<file path="config.mk">
export PLATFORM = sky130hd
export DESIGN_NAME = dwp_front
export DESIGN_NICKNAME = d
export VERILOG_FILES = /design/src/hdl/dwp_pkg.sv /design/src/hdl/dwp_front.sv
export SDC_FILE = /design/constraint.sdc
export NUM_CORES = 1
export LEC_CHECK = 0
export CORE_UTILIZATION = 45
export CTS_CLUSTER_SIZE = 40
export DETAILED_ROUTE_END_ITERATION = 16
export DONT_BUFFER_PORTS = 1
export HOLD_SLACK_MARGIN = 0.02
export MAX_ROUTING_LAYER = met4
export PLACE_DENSITY = 0.59
export SETUP_SLACK_MARGIN = 0.3
export SLEW_MARGIN = 20
export SYNTH_ARGS = -nofsm -noshare
export SYNTH_HDL_FRONTEND = slang
export SYNTH_SLANG_ARGS = --single-unit
export TNS_END_PERCENT = 20
</file>
<file path="constraint.sdc">
create_clock -name clk -period 4.2 [get_ports clk]
set_input_delay 0.63 -clock clk [delete_from_list [all_inputs] [get_ports clk]]
set_output_delay 0.63 -clock clk [all_outputs]
set_load 0.05 [all_outputs]
</file>
<file path="src/hdl/dwp_pkg.sv">
// Shared types, constants and register codes of the weighted pixel predictor codec.
package dwp_pkg;

    localparam int DEF_MAX_WIDTH   = 4096;
    localparam int DEF_SAMPLE_BITS = 16;
    localparam int HIST_BITS       = 2;
    localparam int COL_BITS        = 14;
    localparam int ROW_BITS        = 12;
    localparam int EFF_W_BITS      = 15;
    localparam int HEIGHT_BITS     = 13;
    localparam int DATA_BITS       = 16;
    localparam int ERR_BITS        = 19;
    localparam int PRED_BITS       = 22;
    localparam int QUO_BITS        = 21;
    localparam int CFG_IDX_BITS    = 3;
    localparam int MAX_HEIGHT      = 4096;

    localparam int C1         = 946;
    localparam int C2         = 724;
    localparam int C3         = 392;
    localparam int DCT_ROUND  = 1024;
    localparam int DCT_SHIFT  = 15;
    localparam int COEF_SHIFT = 6;

    typedef enum logic [CFG_IDX_BITS-1:0] {
        CFG_ENCODE_MODE  = 3'd0,
        CFG_IMAGE_WIDTH  = 3'd1,
        CFG_IMAGE_HEIGHT = 3'd2,
        CFG_BIT_DEPTH    = 3'd3,
        CFG_MAX_VALUE    = 3'd4
    } cfg_reg_e;

    typedef struct packed {
        logic                   encode;
        logic [EFF_W_BITS-1:0]  width;
        logic [HEIGHT_BITS-1:0] height;
        logic [DATA_BITS-1:0]   offset;
        logic [DATA_BITS-1:0]   maxv;
    } cfg_t;

    typedef struct packed {
        logic [DATA_BITS-1:0] sample;
        logic [COL_BITS-1:0]  col;
        logic [ROW_BITS-1:0]  row;
        logic                 last;
        logic                 med;
    } item_t;

endpackage

</file>
<file path="src/hdl/dwp_front.sv">
// Front end: takes requests, tracks the frame position and classifies each pixel.
module dwp_front
    import dwp_pkg::*;
#(
    parameter int MAX_WIDTH = DEF_MAX_WIDTH
)
(
    input  logic                 clk,
    input  logic                 rst_n,
    input  cfg_t                 cfg,
    input  logic                 push,
    input  logic [DATA_BITS-1:0] sample,
    output logic                 full,
    output logic                 q_push,
    output item_t                q_item,
    input  logic                 q_full
);

    localparam int CW = $clog2(MAX_WIDTH);

    logic [CW-1:0]       col_reg, col_next;
    logic [ROW_BITS-1:0] row_reg, row_next;
    logic [CW:0]         col_plus;
    logic [ROW_BITS:0]   row_plus;
    logic                wrap_col, wrap_row;

    assign full     = q_full;
    assign q_push   = push && !q_full;
    assign col_plus = {1'b0, col_reg} + 1'b1;
    assign row_plus = {1'b0, row_reg} + 1'b1;
    assign wrap_col = EFF_W_BITS'(col_plus) >= cfg.width;
    assign wrap_row = HEIGHT_BITS'(row_plus) >= cfg.height;

    always_comb
    begin
        col_next = col_reg;
        row_next = row_reg;
        if (q_push)
        begin
            if (wrap_col)
            begin
                col_next = '0;
                row_next = wrap_row ? '0 : row_plus[ROW_BITS-1:0];
            end
            else
            begin
                col_next = col_plus[CW-1:0];
            end
        end
    end

    always_comb
    begin
        q_item.sample = sample;
        q_item.col    = COL_BITS'(col_reg);
        q_item.row    = row_reg;
        q_item.last   = wrap_col && wrap_row;
        q_item.med    = (col_reg < CW'(4)) || (row_reg < ROW_BITS'(4));
    end

    always_ff @(posedge clk or negedge rst_n)
    begin
        if (!rst_n)
        begin
            col_reg <= '0;
            row_reg <= '0;
        end
        else
        begin
            col_reg <= col_next;
            row_reg <= row_next;
        end
    end

endmodule

</file>
==> impl_metrics.ini, run 1 <==
[worst_setup_path]
critPathArrivalTime_ns = 3.02
cp-end-kind = output pin
required_ns = 3.57
path_max_fanout = 5
crit_path_start_kind = flop
critPathKind = flop to output pin

[logic_synthesis]
postSynthAreaPerCell_sq_um = 8.03
synth-compound-area-share_pct = 16.6
synth_cells = 309
synth-xor-area-share_pct = 5.29
synth_edf_count = 0
synthTopCellsByCount = nand2_1, inv_1, ha_1
yosys_warnings = 0
yosys-top-cells-area = dfrtp_1, ha_1, nand2_1
synth-seq-cells = 24
synth_flop_cell = dfrtp_1
synth_top_area_share_pct = 24.2
synth_top_family_by_area = simple AND/OR/NAND/NOR gates
yosysMostFrequentCell = nand2_1
ys_async_sr_fraction_pct = 100
synthSimpleGateAreaFrac_pct = 23.7
synth_fa_ha_area_share_pct = 14.6
syn_area_sq_um = 2480
synthMuxAreaShare_pct = 2.22
seq_area_frac_synth_pct = 24.2
synthDistinctLibCells = 55
yosysTopAreaCell = dfrtp_1

[drt]
drt-initial-drc-count = 94
viasPerCell = 5.30
totalWireLength_um = 5390
drc = 0
wl_per_cell_um = 14.3
firstDrtPassIters = 4
dr_total_vias = 1991
ant_nets = 0

[clock_tree]
tritoncts = done
clock-root-buffer = clkbuf_8
cts-htree-levels = 1
numClockSinks = 24
clock_latency_ns = 0.26
cts_buffer_depth = 2
cts_buffers = 3
clk_pin_slew_ns = 0.09

[power_and_ir_drop]
p_per_area_nw_per_um2 = 387
p_leak_nw = 1.32
irDropWorstVdd_uv = 168

[min_path]
min_path_type = primary input to asynchronous set/reset pin

[sta]
setup_viol = 0
max_freq_mhz = 274
drv_slew = 0
finalCriticalPeriod_ns = 3.65
fin_skew_ns = 0.00321
relSlewSlack_pct = 45.0
grt_setup_unrepaired = false
postLayoutSetupSlackWorst_ns = 0.553
hold_violations = 0
worst_slew_pin_slew_ns = 0.820
fin_tns_setup_ns = 0
period_share_pct = 86.8

[die]
core_sq_um = 5200
die_h_um = 76.3
die_area_sq_um = 5820
die_w_um = 76.3
start_util_pct = 47.7
ios = 127
fp-row-count = 26

[placed_design]
dpl_worst_slack_ns = 0.474
hpwl_um = 4260
place_area_sq_um = 2550
place.gp.congestion = 0.793
port_buffers = 0

[flow_run]
cap_violations = 0

[layout]
final_area_sq_um = 2610
diodes = 0
drive_gt1_share_pct = 14.7
nets = 417
area_delta_synth_final_pct = 5.19

[grt]
antenna_found_initial = 0
grt_max_degree = 25
grt_pass1_vias = 1932
grt_usage_pct = 19.7
grt_pass1_wl_um = 9100
grt_overflow = 0

[run_status]
status = completed
placed cells by master (no fill, tap or decap), types with 2 or more instances in the layout:
cell type	count
nand2_1	39
inv_1	35
ha_1	29
dfrtp_1	23
buf_4	20
nor2_1	15
a21oi_1	15
nand3_1	14
xnor2_1	8
nor2b_1	8
o21ai_1	8
xor2_1	7
o2bb2ai_1	7
and3_1	6
o211ai_1	6
nand2b_1	5
nor3_1	4
or2_2	4
clkbuf_8	4
a21o_1	3
mux2_4	3
a221o_1	3
nand2_2	2
nand4_1	2
o21ai_0	2
or4_1	2
nor4_1	2
or3_1	2
a22oi_1	2
conb_1	2
per-layer routing:
metal	vias to the layer above	part of all wire, %	global-route usage (%)
li1	1028	-	-
met1	910	48	24.9
met2	51	48	32.6
met3	2	3.9	3.71
met4	0	0.50	4.62
met5	-	0	-
power by group:
group / switching, mW / total (mW) / internal [mW]
logic: 0.332 / 0.520 / 0.188
clock network: 0.0732 / 0.157 / 0.0836
registers: 0.0712 / 0.334 / 0.263
total: 0.476 / 1.01 / 0.535
per-stage QoR:
stage	hold slack, ns	power (mW)	cells	util (%)
6_report	0.0499	1.01	376	50.2
5_1_grt	0.0300	1.09	376	50.2
4_1_cts	0.0418	1.02	376	50.1
3_5_place_dp	0.335	0.858	371	48.9
3_3_place_gp	0.335	0.844	371	48.9
2_1_floorplan	0.334	0.786	310	-
cell type report:
cell class / count / area [sq um]
Clock buffer: 4 / 55.1
Fill cell: 513 / 2590
Inverter: 35 / 131
Multi-Input combinational cell: 222 / 1570
Sequential cell: 24 / 602
Tap cell: 70 / 87.6
Timing Repair Buffer: 21 / 170
worst paths after layout:
path / start / to / slack [ns] / cells past startpoint
setup reg to reg: col_reg[0] / col_reg[2] / 0.99 / 14
max in group asynchronous: rst_n / row_reg[5] / 4.06 / 0
min in group clk: col_reg[8] / col_reg[8] / 0.57 / 2
hold reg to reg: col_reg[8] / col_reg[8] / 0.57 / 2
hold / removal: rst_n / col_reg[10] / 0.05 / 0
setup / recovery: col_reg[0] / q_item[1] / 0.55 / 13
timing repair:
action,CTS,global route
setup buffers,1,0
setup endpoints to repair,1,1
hold buffers,0,0
gates resized for setup,0,1
hold endpoints to repair,0,0
pin swaps,1,0
kinds of logic (layout without fill, tap and decap cells):
family	Yosys count	in the layout
and+or+nand+nor	114	114
buffers and inverters	64	60
AOI/OAI and AO/OA	58	58
adders and majority gates	29	29
DFF	24	24
xor gates and xnor gates	15	15
muxes	4	4
other	1	2
worst max-delay path: stages (launching register included):
cell and delay (ns):
dfrtp_1 0.36, ha_1 0.27, nand2_1 0.08, nor2_1 0.30
nand2_1 0.12, nor2_1 0.14, xnor2_1 0.17, ha_1 0.29
nand3_1 0.16, o221ai_1 0.17, a21oi_2 0.19, o31ai_4 0.12
and3_1 0.24, buf_12 0.16
Power figures use the tool's default switching activity.
==> inputs of run 2 (changes only) <==
Settings changed: CORE_UTILIZATION 45 to 55, CTS_BUF_LIST set to sky130_fd_sc_hd__clkbuf_8, PLACE_DENSITY 0.59 to 0.69.
==> run 2 against run 1 <==
Effect of this change:
- clock power is essentially flat
- utilization up 9.0 points
- non-clock buffer count shrank 2
- power is 1.1% lower
- via count up 2.8%
- clock skew decreased by 0.0018 ns
- worst setup slack gained 0.047 ns
- critical path depth did not move
- register-to-register slack improved by 0.04 ns
- routed wire length fell by 6.3%
- largest power group unchanged
==> impl_metrics.ini, run 2 (synthesized netlist as in run 1, its figures left out) <==
[run_status]
status = completed

[drt]
viasPerCell = 5.75
drt-initial-drc-count = 122
ant_nets = 0
firstDrtPassIters = 4
dr_total_vias = 2047
drc = 0
totalWireLength_um = 5050
wl_per_cell_um = 14.2

[layout]
area_delta_synth_final_pct = 3.78
final_cells = 356
diodes = 0
nets = 415
final_cell_mix = nand2_1, inv_1, ha_1
drive_gt1_share_pct = 14.5
layout_commonest_cell = nand2_1
final_area_sq_um = 2580

[die]
core_sq_um = 4350
fp-row-count = 24
start_util_pct = 57.0
die_w_um = 69.2
ios = 127
die_area_sq_um = 4790
die_h_um = 69.2

[clock_tree]
tritoncts = done
clock-root-buffer = clkbuf_8
numClockSinks = 24
cts_buffers = 3
holdBufCountCts = 0
cts_buffer_depth = 2
post-cts-setup-buffers = 0
cts-htree-levels = 1
clock_latency_ns = 0.26
clk_pin_slew_ns = 0.08

[placed_design]
hpwl_um = 4040
port_buffers = 0
dp_cells = 352
place.gp.congestion = 0.897
place_area_sq_um = 2520

[worst_setup_path]
required_ns = 3.57
cp-end-kind = output pin
path_max_fanout = 5
critPathKind = flop to output pin
crit_path_start_kind = flop
critPathArrivalTime_ns = 2.97

[sta]
relSlewSlack_pct = 47.1
fin_tns_setup_ns = 0
max_freq_mhz = 278
grt_setup_unrepaired = false
drv_slew = 0
hold_violations = 0
period_share_pct = 85.7
setup_viol = 0
worst_slew_pin_slew_ns = 0.789
fin_skew_ns = 0.00142
finalCriticalPeriod_ns = 3.60

[min_path]
min_path_type = primary input to asynchronous set/reset pin

[power_and_ir_drop]
p_per_area_nw_per_um2 = 388
total_power_mw = 1.00
irDropWorstVdd_uv = 177
p_leak_nw = 1.32

[grt]
grt_pass1_wl_um = 8500
grt_overflow = 0
grt_usage_pct = 22.2
antenna_found_initial = 0
grt_max_degree = 25
grt_pass1_vias = 1876

[flow_run]
cap_violations = 0
==> run 2: cell types whose count changed in the layout (fill, tap and decap cells not counted), sizes merged <==
cell | before | now
buf | 21 | 19
==> run 2: power breakdown <==
| group | leakage, nW | switching [mW] | internal, mW | total (mW) |
|---|---|---|---|---|
| clock | 0.0288 | 0.0726 | 0.0836 | 0.156 |
| sequential | 0.284 | 0.0869 | 0.263 | 0.350 |
| combinational | 1.00 | 0.313 | 0.181 | 0.494 |
==> run 2: metrics by stage <==
stage	hold slack (ns)	worst slack, ns	util, %
after floorplan	0.334	0.405	-
after global placement	0.335	0.739	57.8
after detailed placement	0.335	0.730	57.8
after CTS	0.0464	0.426	59.1
after global routing	0.0355	0.406	59.2
final	0.0520	0.599	59.2
==> run 2: critical path, stage by stage, from the launching register on <==
cell	delay, ns
dfrtp_1	0.35
ha_1	0.28
nand2_1	0.10
nor2_2	0.21
nand2_1	0.11
nor2_1	0.14
xnor2_1	0.18
ha_1	0.29
nand3_1	0.16
o221ai_1	0.18
a21oi_2	0.19
o31ai_4	0.10
and3_1	0.24
buf_12	0.16
==> run 2: cell type report <==
type	instances	area (sq um)
sequential	24	602
tap	52	65.1
clock buffer	4	55.1
multi-input combinational	222	1570
timing repair buffer	19	155
fill	412	1780
inverter	35	131
==> run 2: timing repair <==
item,in CTS,in global routing
endpoints found under the setup margin,0,1
resized for setup,0,2
endpoints found under the hold margin,0,0
==> run 2: worst paths after layout <==
| check | slack (ns) | depth (start not counted) | from | end |
|---|---|---|---|---|
| min in group clk | 0.60 | 1 | row_reg[3] | row_reg[3] |
| min | 0.05 | 0 | rst_n | col_reg[10] |
| max in group asynchronous | 4.06 | 0 | rst_n | row_reg[1] |
| min reg2reg | 0.60 | 1 | row_reg[3] | row_reg[3] |
| max reg2reg | 1.03 | 14 | col_reg[0] | col_reg[2] |
| max | 0.60 | 13 | col_reg[0] | q_item[1] |
==> run 2: per-layer routing <==
metal / track usage [%] / share of wire (%) / vias up
li1: - / - / 1026
met1: 28.5 / 45 / 960
met2: 36.9 / 50 / 57
met3: 3.34 / 3.8 / 4
met4: 4.99 / 0.91 / 0
met5: - / 0 / -
==> inputs of run 3 (changes only) <==
Settings changed: CORE_UTILIZATION 55 to 60, PLACE_DENSITY 0.69 to 0.75.
==> run 3 against run 2 <==
Effect of this change:
- the flow now finishes with violations (design-rule violations)
- worst setup slack better by 0.035 ns
- worst hold slack about the same
- final area down 0.49%
- via count down 1.5%
- sequential power rose by 1%
- register-to-register slack about the same
- utilization rose by 4.9 points
- cell count decreased by 0.84%
- clock skew increased by 0.0053 ns
- highest routed layer is now met3
==> impl_metrics.ini, run 3 (synthesized netlist as in run 1, its figures left out) <==
[worst_setup_path]
required_ns = 3.57
crit_path_start_kind = flop
critPathArrivalTime_ns = 2.94
path_max_fanout = 6
cp-end-kind = output pin
critPathKind = flop to output pin

[clock_tree]
numClockSinks = 24
tritoncts = done
cts-htree-levels = 1
cts_buffer_depth = 2
cts_buffers = 3
clock_latency_ns = 0.26
clock-root-buffer = clkbuf_8
clk_pin_slew_ns = 0.08

[die]
core_sq_um = 4000
fp-row-count = 23
die_w_um = 66.3
die_h_um = 66.3
die_area_sq_um = 4400
ios = 127
start_util_pct = 62.1

[sta]
max_freq_mhz = 280
fin_tns_setup_ns = 0
worst_slew_pin_slew_ns = 0.757
finalCriticalPeriod_ns = 3.57
whs_ns = 0.0518
hold_violations = 0
fin_skew_ns = 0.00677
drv_slew = 0
setup_viol = 0
relSlewSlack_pct = 49.2
period_share_pct = 84.9
grt_setup_unrepaired = false

[drt]
viasPerCell = 5.71
dr_total_vias = 2016
drt-initial-drc-count = 47
firstDrtPassIters = 10
drc = 2
totalWireLength_um = 4920
wl_per_cell_um = 13.9
ant_nets = 0

[layout]
final_area_sq_um = 2560
nets = 415
final_cell_mix = nand2_1, inv_1, ha_1
seq_area_sq_um = 606
area_delta_synth_final_pct = 3.28
drive_gt1_share_pct = 15.2
multi_input_area_sq_um = 1570
layout_commonest_cell = nand2_1
fillers = 347
diodes = 0

[run_status]
status = finished with violations
violations = design-rule violations

[placed_design]
place_area_sq_um = 2510
place.gp.congestion = 0.838
hpwl_um = 3980
port_buffers = 0

[power_and_ir_drop]
p_per_area_nw_per_um2 = 381
irDropWorstVdd_uv = 161
p_leak_nw = 1.30

[grt]
grt_pass1_vias = 1878
grt_pass1_wl_um = 8150
grt_overflow = 0
antenna_found_initial = 0
grt_usage_pct = 24.4
grt_max_degree = 25

[flow_run]
cap_violations = 0

[min_path]
min_path_type = primary input to asynchronous set/reset pin
run 3: layout make-up:
class / count / share of cell area, %
multi-input combinational: 222 / 61.2
sequential: 24 / 23.6
timing repair buffer: 19 / 6.05
inverter: 35 / 5.12
clock buffer: 3 / 1.61
tap: 50 / 2.44
run 3: path summary, 6_finish.rpt:
kind,start,endpoint,slack [ns],depth (start not counted)
min in group clk,col_reg[5],col_reg[5],0.65,1
min reg2reg,col_reg[5],col_reg[5],0.65,1
min,rst_n,col_reg[10],0.05,0
max reg2reg,col_reg[0],col_reg[2],1.02,13
max,col_reg[0],q_item[1],0.63,12
max in group asynchronous,rst_n,row_reg[4],4.05,0
run 3: metal layers:
metal / share of wire, % / wire [um] / vias to the layer above / track usage, %
met2: 52 / 2540 / 51 / 44.3
met4: 0 / 0 / 0 / 4.26
met3: 3.4 / 165 / 0 / 2.93
li1: - / - / 1031 / -
met1: 45 / 2210 / 934 / 29.0
met5: 0 / 0 / - / -
run 3: power breakdown:
part           switching, mW  internal (mW)
registers             0.0892          0.264
clock network         0.0681         0.0640
logic                  0.308          0.182
total                  0.465          0.510
run 3: critical path: stages (launching register included):
cell and delay (ns):
dfrtp_1 0.36, buf_4 0.23, nand2_1 0.16, nor3_4 0.25, and3_1 0.24, xor2_1 0.15
ha_1 0.25, nand3_1 0.17, o221ai_1 0.17, a21oi_2 0.19, o31ai_4 0.11, and3_1 0.23
buf_12 0.15
run 3: per-stage QoR:
stage	instances	util (%)	setup slack [ns]	power, mW
final	353	64.1	0.635	0.976
after global routing	353	64.1	0.354	1.06
after CTS	353	63.9	0.391	0.984
after detailed placement	349	62.7	0.404	0.847
after global placement	349	62.7	0.473	0.829
after floorplan	310	-	0.405	0.786
run 3: timing repair:
| item | CTS | global route |
|---|---|---|
| hold buffers | 0 | 0 |
| resized for setup | 0 | 5 |
| buffers inserted | 1 | 0 |
| setup endpoints to repair | 1 | 1 |
| gates cloned | 0 | 0 |
| pin swaps | 1 | 0 |
