File: config.mk
export PLATFORM = sky130hd
export DESIGN_NAME = dwp_queue
export DESIGN_NICKNAME = d
export VERILOG_FILES = /design/src/hdl/dwp_pkg.sv /design/src/hdl/dwp_queue.sv
export SDC_FILE = /design/constraint.sdc
export NUM_CORES = 1
export LEC_CHECK = 0
export ABC_CLOCK_PERIOD_IN_PS = 2860
export BUFFER_PORTS_ARGS = -buffer_cell sky130_fd_sc_hd__buf_4
export CAP_MARGIN = 10
export CORE_MARGIN = 2
export CORE_UTILIZATION = 38
export CTS_CLUSTER_DIAMETER = 80
export CTS_CLUSTER_SIZE = 8
export DETAILED_ROUTE_END_ITERATION = 16
export MAX_ROUTING_LAYER = met4
export PLACE_DENSITY = 0.71
export SLEW_MARGIN = 20
export SYNTH_ARGS = -nofsm -noshare
export SYNTH_HDL_FRONTEND = slang
export SYNTH_SLANG_ARGS = --single-unit
File: constraint.sdc
create_clock -name clk -period 2.86 [get_ports clk]
set_clock_uncertainty 0.15 [all_clocks]
set_input_delay 0.858 -clock clk [delete_from_list [all_inputs] [get_ports clk]]
set_output_delay 0.858 -clock clk [all_outputs]
set_load 0.03 [all_outputs]
File: src/hdl/dwp_pkg.sv
// Shared types, constants and register codes of the weighted pixel predictor codec.
package dwp_pkg;

    localparam int DEF_MAX_WIDTH   = 4096;
    localparam int DEF_SAMPLE_BITS = 16;
    localparam int HIST_BITS       = 2;
    localparam int COL_BITS        = 14;
    localparam int ROW_BITS        = 12;
    localparam int EFF_W_BITS      = 15;
    localparam int HEIGHT_BITS     = 13;
    localparam int DATA_BITS       = 16;
    localparam int ERR_BITS        = 19;
    localparam int PRED_BITS       = 22;
    localparam int QUO_BITS        = 21;
    localparam int CFG_IDX_BITS    = 3;
    localparam int MAX_HEIGHT      = 4096;

    localparam int C1         = 946;
    localparam int C2         = 724;
    localparam int C3         = 392;
    localparam int DCT_ROUND  = 1024;
    localparam int DCT_SHIFT  = 15;
    localparam int COEF_SHIFT = 6;

    typedef enum logic [CFG_IDX_BITS-1:0] {
        CFG_ENCODE_MODE  = 3'd0,
        CFG_IMAGE_WIDTH  = 3'd1,
        CFG_IMAGE_HEIGHT = 3'd2,
        CFG_BIT_DEPTH    = 3'd3,
        CFG_MAX_VALUE    = 3'd4
    } cfg_reg_e;

    typedef struct packed {
        logic                   encode;
        logic [EFF_W_BITS-1:0]  width;
        logic [HEIGHT_BITS-1:0] height;
        logic [DATA_BITS-1:0]   offset;
        logic [DATA_BITS-1:0]   maxv;
    } cfg_t;

    typedef struct packed {
        logic [DATA_BITS-1:0] sample;
        logic [COL_BITS-1:0]  col;
        logic [ROW_BITS-1:0]  row;
        logic                 last;
        logic                 med;
    } item_t;

endpackage

File: src/hdl/dwp_queue.sv
// Two-entry request queue between the front end and the back end.
module dwp_queue
    import dwp_pkg::*;
(
    input  logic  clk,
    input  logic  rst_n,
    input  logic  in_push,
    input  item_t in_item,
    output logic  in_full,
    output logic  out_valid,
    output item_t out_item,
    input  logic  out_pop
);

    item_t      mem_reg [2];
    logic       wr_ptr_reg, rd_ptr_reg;
    logic [1:0] count_reg;

    assign in_full   = count_reg == 2'd2;
    assign out_valid = count_reg != 2'd0;
    assign out_item  = mem_reg[rd_ptr_reg];

    always_ff @(posedge clk)
    begin
        if (in_push)
        begin
            mem_reg[wr_ptr_reg] <= in_item;
        end
    end

    always_ff @(posedge clk or negedge rst_n)
    begin
        if (!rst_n)
        begin
            wr_ptr_reg <= 1'b0;
            rd_ptr_reg <= 1'b0;
            count_reg  <= 2'd0;
        end
        else
        begin
            if (in_push)
            begin
                wr_ptr_reg <= !wr_ptr_reg;
            end
            if (out_pop)
            begin
                rd_ptr_reg <= !rd_ptr_reg;
            end
            if (in_push && !out_pop)
            begin
                count_reg <= count_reg + 2'd1;
            end
            else if (out_pop && !in_push)
            begin
                count_reg <= count_reg - 2'd1;
            end
        end
    end

endmodule

==> run summary, run 1 <==
After detailed routing, the number of vias per cell comes to 4.55. The clock-pin slew of the registers on the worst-case setup and hold paths came out at 0.09 ns. The synthesized design contains 88 enable-type register cells. The minimum hold slack came out at 0.141 ns. The total die area came out at 10200 um2. In the final layout, the share of cells above drive strength 1 is 61.2%. The maximum buffer depth of the clock tree is 2. STA classifies the critical path startpoint as a register. The initial antenna violation count came to 0. The post-cts resize count is 0.

Measured in cells, the most critical reg-to-reg path has a length of 2. From bottom edge to top edge, the die measures 101 um. The summed negative setup slack over all endpoints is 0 ns. The top-area cell type share of the netlist area came out at 74.1%. The number of warning messages in the yosys log is 0. The TritonCTS sink count came out at 92. TritonCTS built the clock tree. The number of nets in the layout is 307. The number of cells in the design after placement came out at 358. Tracing the worst setup path back leads to its startpoint at rd_ptr_reg$_DFFE_PN0P_. The routability congestion estimate is 0.689. The flow ran to the end, and the final reports show no timing, DRC or antenna violations. The maximum fanout encountered on the critical timing path is 25. The overall global routing resource usage came out at 11.7%. After detailed routing, the average wire length per cell comes to 14.9 um. For this run, the register share of the synthesized area comes to 76.9%. The number of remaining DRC errors came out at 0. The initialized floorplan defines 35 standard-cell rows.

By count the netlist is led by sky130_fd_sc_hd__edfxtp_1 (88), sky130_fd_sc_hd__mux2_4 (39), sky130_fd_sc_hd__mux2_2 (5). Setup repair after global routing left no endpoint under its margin. The initial core utilization is 38.9%. In this run the critical register-to-register path is captured at mem_reg[1][15]$_DFFE_PP_.

The biggest area contributor in the post-synthesis netlist is sky130_fd_sc_hd__edfxtp_1. The clock share of power came out at 16.1%. The most common cell in the synthesized netlist is sky130_fd_sc_hd__edfxtp_1. The total count of hold-check failures in the final report is 0. The root buffer cell chosen for the clock tree is sky130_fd_sc_hd__clkbuf_8.

The count of cell types in the netlist is 14. The total power after layout is 4.60 mW. The number of storage elements in the synthesis netlist came out at 92. Summed over all cells, the static leakage comes to 1.82 nW. The repair_antennas step left the layout with diodes totalling 0. The total number of vias came out at 1701.

For this run, the detailed router's first-pass iteration total came to 4. For this block, the routed nets add up to 5.57 mm of wire. The category of the most critical setup path is register to primary output. The number of nets produced by synthesis came out at 202. At the worst endpoint, the required time is 1.85 ns. Measured against its own limit, the worst slew margin works out to 78.6%. The maximum level of the CTS H-tree came out at 3. Based on the critical path, the design can be clocked at up to 394 MHz. The internal power consumption is 3.01 mW. The beginning of the worst register-to-register path is wr_ptr_reg$_DFFE_PN0P_.

The remaining global-route overflow came out at 0. Data arrives at the worst endpoint at 1.53 ns. The sequential share of power is 40.7%. The number of global-route vias before repair is 1724.

The flip-flop count of the largest register, all copies and words added is 88. For flop-to-flop paths, the worst setup slack is 1.45 ns. Across the run, the number of max-cap violations was 0. Clock tree synthesis inserted a total of 9 buffers.

The remaining antenna violation count after routing is 0. The worst hold path belongs to the class primary input to asynchronous set/reset pin. The worst setup path is captured at a primary output. The final cell count without fillers is 374. The largest net degree at the start of global routing is 26. The proportion of synthesized flip-flops having asynchronous set or reset came out at 4.35%. The cell area power density is 1010 nW/um2. The setup-violating endpoint count in the final report came out at 0.

The detailed placer's ending HPWL came out at 3.74 mm. Buffers added to address setup during post-CTS repair amount to 0. The number of max-slew violations in the final report was 0. By area the synthesized netlist is led by sky130_fd_sc_hd__edfxtp_1 (74%), sky130_fd_sc_hd__mux2_4 (16%), sky130_fd_sc_hd__dfrtp_1 (2.8%). The mean instance size in the synthesized netlist is 23.3 um2. Counting every instance in the synthesized netlist gives 153. The slew at the pin closest to its max-slew limit is 0.321 ns.

The worst path needs 2.54 ns of the cycle, external delays included. The placeable core region is 9150 um2. Combinational cells account for 43.2% of the total power. The count of input and output buffers is 93. The worst IR drop on VDD came out at 477 uV. The power spent charging and discharging nets is 1.60 mW. The combined area of all synthesized cells came out at 3560 um2. Net switching is 34.7% of the power. The worst-skew pair later-pin latency is 0.34 ns. Buffers inserted to repair hold after CTS numbered 0.

The most instantiated flip-flop cell in the synthesis netlist is sky130_fd_sc_hd__edfxtp_1. The first global-routing pass estimated 8.54 mm of wire. The synthesis-to-finish area growth came out at 27.9%. The number of design-rule violations left by the first detailed-router iteration came out at 57. The fraction of the cycle the final worst path needs came out at 88.7%. In this run the count of I/O pins placed on the die edge is 94. The x dimension of the die came out at 101 um.
==> stage by stage <==
stage	area (um2)	utilization, %	worst slack, ns
finish	4560	49.8	0.324
global route	4560	49.8	0.255
CTS	4560	49.8	0.294
detailed placement	4390	48.0	0.694
global placement	4390	48.0	0.699
floorplan	3570	-	0.261
==> cell usage in the layout, fill, tap and decap left out <==
master / netlist / final
sky130_fd_sc_hd__buf_4: 0 / 97
sky130_fd_sc_hd__buf_12: 4 / 2
sky130_fd_sc_hd__nor2b_1: 2 / 1
sky130_fd_sc_hd__xnor2_1: 1 / 1
sky130_fd_sc_hd__ha_1: 1 / 1
sky130_fd_sc_hd__inv_1: 1 / 1
sky130_fd_sc_hd__clkinv_4: 0 / 1
sky130_fd_sc_hd__xor2_1: 4 / 4
sky130_fd_sc_hd__nor2b_4: 0 / 1
sky130_fd_sc_hd__or2_2: 1 / 1
sky130_fd_sc_hd__dfrtp_2: 0 / 1
sky130_fd_sc_hd__and2_2: 0 / 1
sky130_fd_sc_hd__clkbuf_8: 0 / 9
sky130_fd_sc_hd__clkinvlp_4: 0 / 3
sky130_fd_sc_hd__mux2_2: 5 / 5
sky130_fd_sc_hd__dfrtp_1: 4 / 3
sky130_fd_sc_hd__mux2_4: 39 / 39
sky130_fd_sc_hd__clkinv_2: 0 / 1
sky130_fd_sc_hd__nor2_1: 1 / 1
sky130_fd_sc_hd__edfxtp_1: 88 / 88
sky130_fd_sc_hd__clkinv_1: 0 / 2
==> layout make-up <==
type	count	area, um2
Tap cell	111	139
Timing Repair Buffer	99	768
Inverter	1	3.75
Fill cell	770	4590
Multi-Input combinational cell	55	736
Clock inverter	7	43.8
Clock buffer	9	124
Sequential cell	92	2740
==> power by group through the flow <==
stage / Clock (mW) / Combinational (mW) / Sequential (mW)
3_3_place_gp: 0 / 2.02 / 1.90
2_1_floorplan: 0 / 1.49 / 1.89
6_report: 0.740 / 1.99 / 1.88
3_5_place_dp: 0 / 2.02 / 1.91
4_1_cts: 0.771 / 2.03 / 1.88
5_1_grt: 0.827 / 2.11 / 1.90
==> how the worst max path moves through the flow <==
stage	end	slack, ns	cells after the start
CTS	out_item[43]	0.29	3
finish	out_item[40]	0.32	3
global placement	out_item[43]	0.70	3
global route	out_item[43]	0.26	3
floorplan	mem_reg[0][0]$_DFFE_PP_	0.26	1
detailed placement	out_item[43]	0.69	3
==> critical path, cell delays in order (launching register included) <==
cell	delay [ns]
sky130_fd_sc_hd__dfrtp_2	0.42
sky130_fd_sc_hd__buf_12	0.23
sky130_fd_sc_hd__mux2_2	0.35
sky130_fd_sc_hd__buf_4	0.16
==> layer usage <==
metal / vias up / part of all wire, % / global-route usage, %
li1: 800 / - / -
met1: 836 / 41 / 14.1
met2: 59 / 52 / 18.2
met3: 6 / 6.3 / 4.02
met4: 0 / 0.90 / 4.43
met5: - / 0 / -
==> cells by family (layout without fill, tap and decap cells) <==
kind of cell	after synthesis	count (layout)	synth area share, %
simple gates	5	5	0.807
xor+xnor	5	5	1.23
buf+inv	6	116	2.67
flops	92	92	76.9
mux	44	44	18.0
fa+ha+maj	1	1	0.351
Power figures use the tool's default switching activity.
==> run 2, diff against run 1 <==
- ABC_AREA: unset -> 1
==> run 2 against run 1 <==
Net effect:
- sequential power is essentially flat
- setup slack lost 0.074 ns
- clock power grew 34%
- sequential cell count is the same
- sequential share of layout area shrank 0.75 points
- register-to-register slack is essentially flat
- power grew 4.9%
- non-clock buffer count shrank 1
- cell count grew 1.9%
- largest cell class unchanged
- largest power group unchanged
- highest routed layer unchanged
==> run summary, run 2 <==
Outcome: completed (unchanged). The final cell count without fillers came to 381 (was 374). The most instantiated flip-flop cell in the synthesis netlist is sky130_fd_sc_hd__edfxtp_1 (unchanged).

The count of cell types in the netlist came out at 14 (unchanged). The mux cell area share after synthesis came out at 17.9% (was 18.0%). The TritonCTS sink count is 92 (unchanged). The combined area of all synthesized cells is 3580 um2 (was 3560 um2). The worst IR drop on VDD came to 477 uV (about the same). The synthesis-to-finish area growth was 28.9% (was 27.9%). The number of nets in the layout was 315 (was 307). The internal power consumption is 3.24 mW (was 3.01 mW). The number of warning messages in the yosys log is 0 (unchanged). The category of the most critical setup path is register to primary output (unchanged). The detailed placer's ending HPWL is 3.80 mm (was 3.74 mm). The top-area cell type share of the netlist area is 73.8% (was 74.1%).

The path type of the worst min-delay path is primary input to asynchronous set/reset pin (unchanged). The maximum fanout encountered on the critical timing path came out at 45 (was 25). The share of power burned in combinational logic is 40.8% (was 43.2%).

The count of buffers added by post-CTS timing repair for setup came to 0 (unchanged). The number of synthesized flops with an enable pin is 88 (unchanged). The number of cells on the worst reg-to-reg path is 2 (unchanged). The post-synthesis adder-cell area fraction came to 0.349% (was 0.351%). The slack of the worst reg-to-reg path is 1.45 ns (about the same). The detailed-routing iteration count for the pre-antenna-repair pass is 4 (unchanged). The cell area power density came out at 1050 nW/um2 (was 1010 nW/um2). The shortest clock period the worst path allows after layout came out at 2.61 ns (was 2.54 ns).

The placeable core region came out at 9200 um2 (was 9150 um2). The largest net degree at the start of global routing came out at 46 (was 26). The remaining antenna violation count after routing is 0 (unchanged). The initial antenna violation count is 0 (unchanged). The most frequent cell after synthesis is sky130_fd_sc_hd__edfxtp_1 (unchanged). Cells along the critical path: buf_12 > mux2_2 > buf_4 (unchanged).

The count of hold buffers inserted by post-cts repair is 0 (unchanged). RSZ-0062 raised after global routing: false (unchanged). Highest-count cells in the layout ignoring fill and taps: sky130_fd_sc_hd__buf_4 (97), sky130_fd_sc_hd__edfxtp_1 (88), sky130_fd_sc_hd__mux2_4 (39), sky130_fd_sc_hd__clkbuf_8 (9) (was sky130_fd_sc_hd__buf_4 (97), sky130_fd_sc_hd__edfxtp_1 (88), sky130_fd_sc_hd__mux2_4 (39), sky130_fd_sc_hd__clkbuf_8 (9), sky130_fd_sc_hd__mux2_2 (5)). The normalized max-slew margin came out at 75.1% (was 78.6%). The vertical die dimension is 101 um (about the same). The total count of hold-check failures in the final report was 0 (unchanged). The fraction of the cycle the final worst path needs came out at 91.3% (was 88.7%). The number of global-route vias before repair is 1771 (was 1724). The total die area is 10200 um2 (about the same). The number of fill cells came out at 771 (was 770). The clock-pin slew of the registers on the worst-case setup and hold paths is 0.08 ns (was 0.09 ns). The count of input and output buffers came to 93 (unchanged). Commonest cells in the netlist: sky130_fd_sc_hd__edfxtp_1 (88), sky130_fd_sc_hd__mux2_4 (39), sky130_fd_sc_hd__inv_1 (7), sky130_fd_sc_hd__nand2_1 (6), sky130_fd_sc_hd__mux2_2 (5) (was sky130_fd_sc_hd__edfxtp_1 (88), sky130_fd_sc_hd__mux2_4 (39), sky130_fd_sc_hd__mux2_2 (5)).

The nature of the critical path startpoint is a register (unchanged). The setup-violating endpoint count in the final report is 0 (unchanged). The overall global routing resource usage is 11.9% (was 11.7%). The total inserted antenna cells came to 0 (unchanged). The main combinational cell family by area after synthesis is multiplexers (unchanged). The ratio of cells with drive above 1 in the final layout is 58.5% (was 61.2%). The capturing element type of the critical path is a primary output (unchanged). The required time reported for the critical path endpoint is 1.85 ns (about the same). The worst-skew pair later-pin latency is 0.33 ns (was 0.34 ns). The proportion of synthesized flip-flops having asynchronous set or reset is 4.35% (unchanged). The post-synthesis compound-gate area fraction is 0% (unchanged).

The max-cap check violation count was 0 (unchanged). The simple-gate share of the synthesized area came out at 1.15% (was 0.807%). The detailed-route vias per instance was 4.57 (was 4.55). Leading post-synthesis cells by cell area: sky130_fd_sc_hd__edfxtp_1 (74%), sky130_fd_sc_hd__mux2_4 (16%), sky130_fd_sc_hd__dfrtp_1 (2.8%) (unchanged). The floorplan row count came to 35 (unchanged).

The clock tree from TritonCTS is built (unchanged). The net switching fraction of the power is 32.9% (was 34.7%). The sequential share of power is 38.7% (was 40.7%).

The reported leakage power came out at 1.88 nW (was 1.82 nW). The remaining global-route overflow was 0 (unchanged). The worst flop-to-flop path endpoint is mem_reg[0][21]$_DFFE_PP_ (was mem_reg[1][15]$_DFFE_PP_).

The x dimension of the die came out at 101 um (about the same). The maximum clock frequency is 383 MHz (was 394 MHz). The number of storage elements in the synthesis netlist came out at 92 (unchanged).

The count of pins on the block boundary is 94 (unchanged). The summed negative setup slack over all endpoints came to 0 ns (unchanged). The number of buffer and inverter instances along the worst setup path is 2 (unchanged). The arrival time at the worst endpoint came to 1.60 ns (was 1.53 ns).

The clock share of power is 20.5% (was 16.1%). The detailed-route wire length per cell came out at 15.2 um (was 14.9 um). The maximum buffer depth of the clock tree came out at 2 (unchanged). The share of the yosys chip area belonging to registers is 76.6% (was 76.9%). The cell type with the largest total area after synthesis is sky130_fd_sc_hd__edfxtp_1 (unchanged). The power spent charging and discharging nets is 1.59 mW (was 1.60 mW).

The highest-delay cell along the critical path is sky130_fd_sc_hd__dfrtp_2 (unchanged). The post-cts resize count came to 0 (unchanged). The number of nets produced by synthesis came out at 211 (was 202). The maximum level of the CTS H-tree came out at 3 (unchanged). The startpoint of the worst setup timing path is rd_ptr_reg$_DFFE_PN0P_ (unchanged). The number of design-rule violations left by the first detailed-router iteration is 26 (was 57). The slew at the pin closest to its max-slew limit is 0.374 ns (was 0.321 ns). The number of cells in the design after placement is 366 (was 358). The last element of the critical path was out_item[35] (was out_item[40]). The wire length of the first global-routing pass is 8.78 mm (was 8.54 mm). The sum of routed wire length over all layers is 5.79 mm (was 5.57 mm). The routability congestion estimate came out at 0.668 (was 0.689).

The number of max-slew violations in the final report came to 0 (unchanged). The leading cell type in the layout, fill and taps excluded is sky130_fd_sc_hd__buf_4 (unchanged). The buffer type at the clock tree root was sky130_fd_sc_hd__clkbuf_8 (unchanged). The number of remaining DRC errors was 0 (unchanged). The number of CTS-inserted buffers is 9 (unchanged). The mean instance size in the synthesized netlist is 22.1 um2 (was 23.3 um2). The kind of cell adding the most delay to the critical path is buffers and inverters (was flip-flops). The delay of the slowest cell on the worst path came out at 0.38 ns (was 0.42 ns). The xor and xnor area share after synthesis came out at 0.733% (was 1.23%). The number of standard cells after synthesis came to 162 (was 153). The beginning of the worst register-to-register path is wr_ptr_reg$_DFFE_PN0P_ (unchanged). The initial core utilization came out at 39.0% (was 38.9%). The flip-flop count of the largest register, all copies and words added is 88 (unchanged).

The critical path depth in cells came out at 3 (unchanged). The total number of vias is 1740 (was 1701).
-- run 2: cell count changes after synthesis --
cell | previous run | this run
sky130_fd_sc_hd__nor2_1 | 1 | 2
sky130_fd_sc_hd__and2_1 | 1 | 0
sky130_fd_sc_hd__inv_1 | 1 | 7
sky130_fd_sc_hd__nor2b_1 | 2 | 0
sky130_fd_sc_hd__nand3_1 | 0 | 1
sky130_fd_sc_hd__xor2_1 | 4 | 2
sky130_fd_sc_hd__nand2_1 | 0 | 6
sky130_fd_sc_hd__or2_2 | 1 | 0
sky130_fd_sc_hd__nand4_1 | 0 | 1
-- run 2: metrics by stage --
stage	setup WS [ns]	hold slack (ns)	utilization (%)	total power, mW	cell area (um2)
floorplan	0.272	0.292	-	3.38	3580
global placement	0.616	0.307	47.7	3.88	4390
detailed placement	0.612	0.325	47.7	3.91	4390
CTS	0.220	0.127	50.2	4.90	4620
global route	0.182	0.126	50.2	5.05	4620
finish	0.250	0.145	50.2	4.83	4620
-- run 2: worst min path at each step --
stage                                           to                startpoint  cells after the start
after floorplan           count_reg[1]$_DFFE_PN0P_  count_reg[1]$_DFFE_PN0P_                      2
after global placement    count_reg[1]$_DFFE_PN0P_  count_reg[1]$_DFFE_PN0P_                      2
after detailed placement  count_reg[1]$_DFFE_PN0P_  count_reg[1]$_DFFE_PN0P_                      2
after CTS                 count_reg[0]$_DFFE_PN0P_                     rst_n                      1
after global routing        wr_ptr_reg$_DFFE_PN0P_                     rst_n                      1
final                       rd_ptr_reg$_DFFE_PN0P_                     rst_n                      1
-- run 2: cell families after synthesis --
logic type | after synthesis
muxes | 44
DFF | 92
adders and majority gates | 1
buffers and inverters | 12
and+or+nand+nor | 10
xor gates and xnor gates | 3
-- run 2: final cells by class --
cell class	instances	area, um2	area share, %
multi-input cells	58	729	15.8
clock inverters	5	101	2.20
flip-flops and latches	92	2740	59.4
repair buffers	98	748	16.2
well taps	111	139	3.01
inverters	7	26.3	0.569
clock buffers	10	128	2.76
-- run 2: power by group through the flow --
stage / Combinational (mW) / Sequential (mW) / Clock (mW)
final: 1.97 / 1.87 / 0.989
after global routing: 2.08 / 1.89 / 1.07
after CTS: 2.01 / 1.87 / 1.02
after detailed placement: 2.01 / 1.90 / 0
after global placement: 2.00 / 1.89 / 0
after floorplan: 1.50 / 1.88 / 0
-- run 2: per-layer routing --
layer	wire, um	global-route usage, %	vias to the layer above
li1	-	-	823
met1	2440	13.5	851
met2	2930	19.8	59
met3	362	4.44	7
met4	51	3.43	0
met5	0	-	-
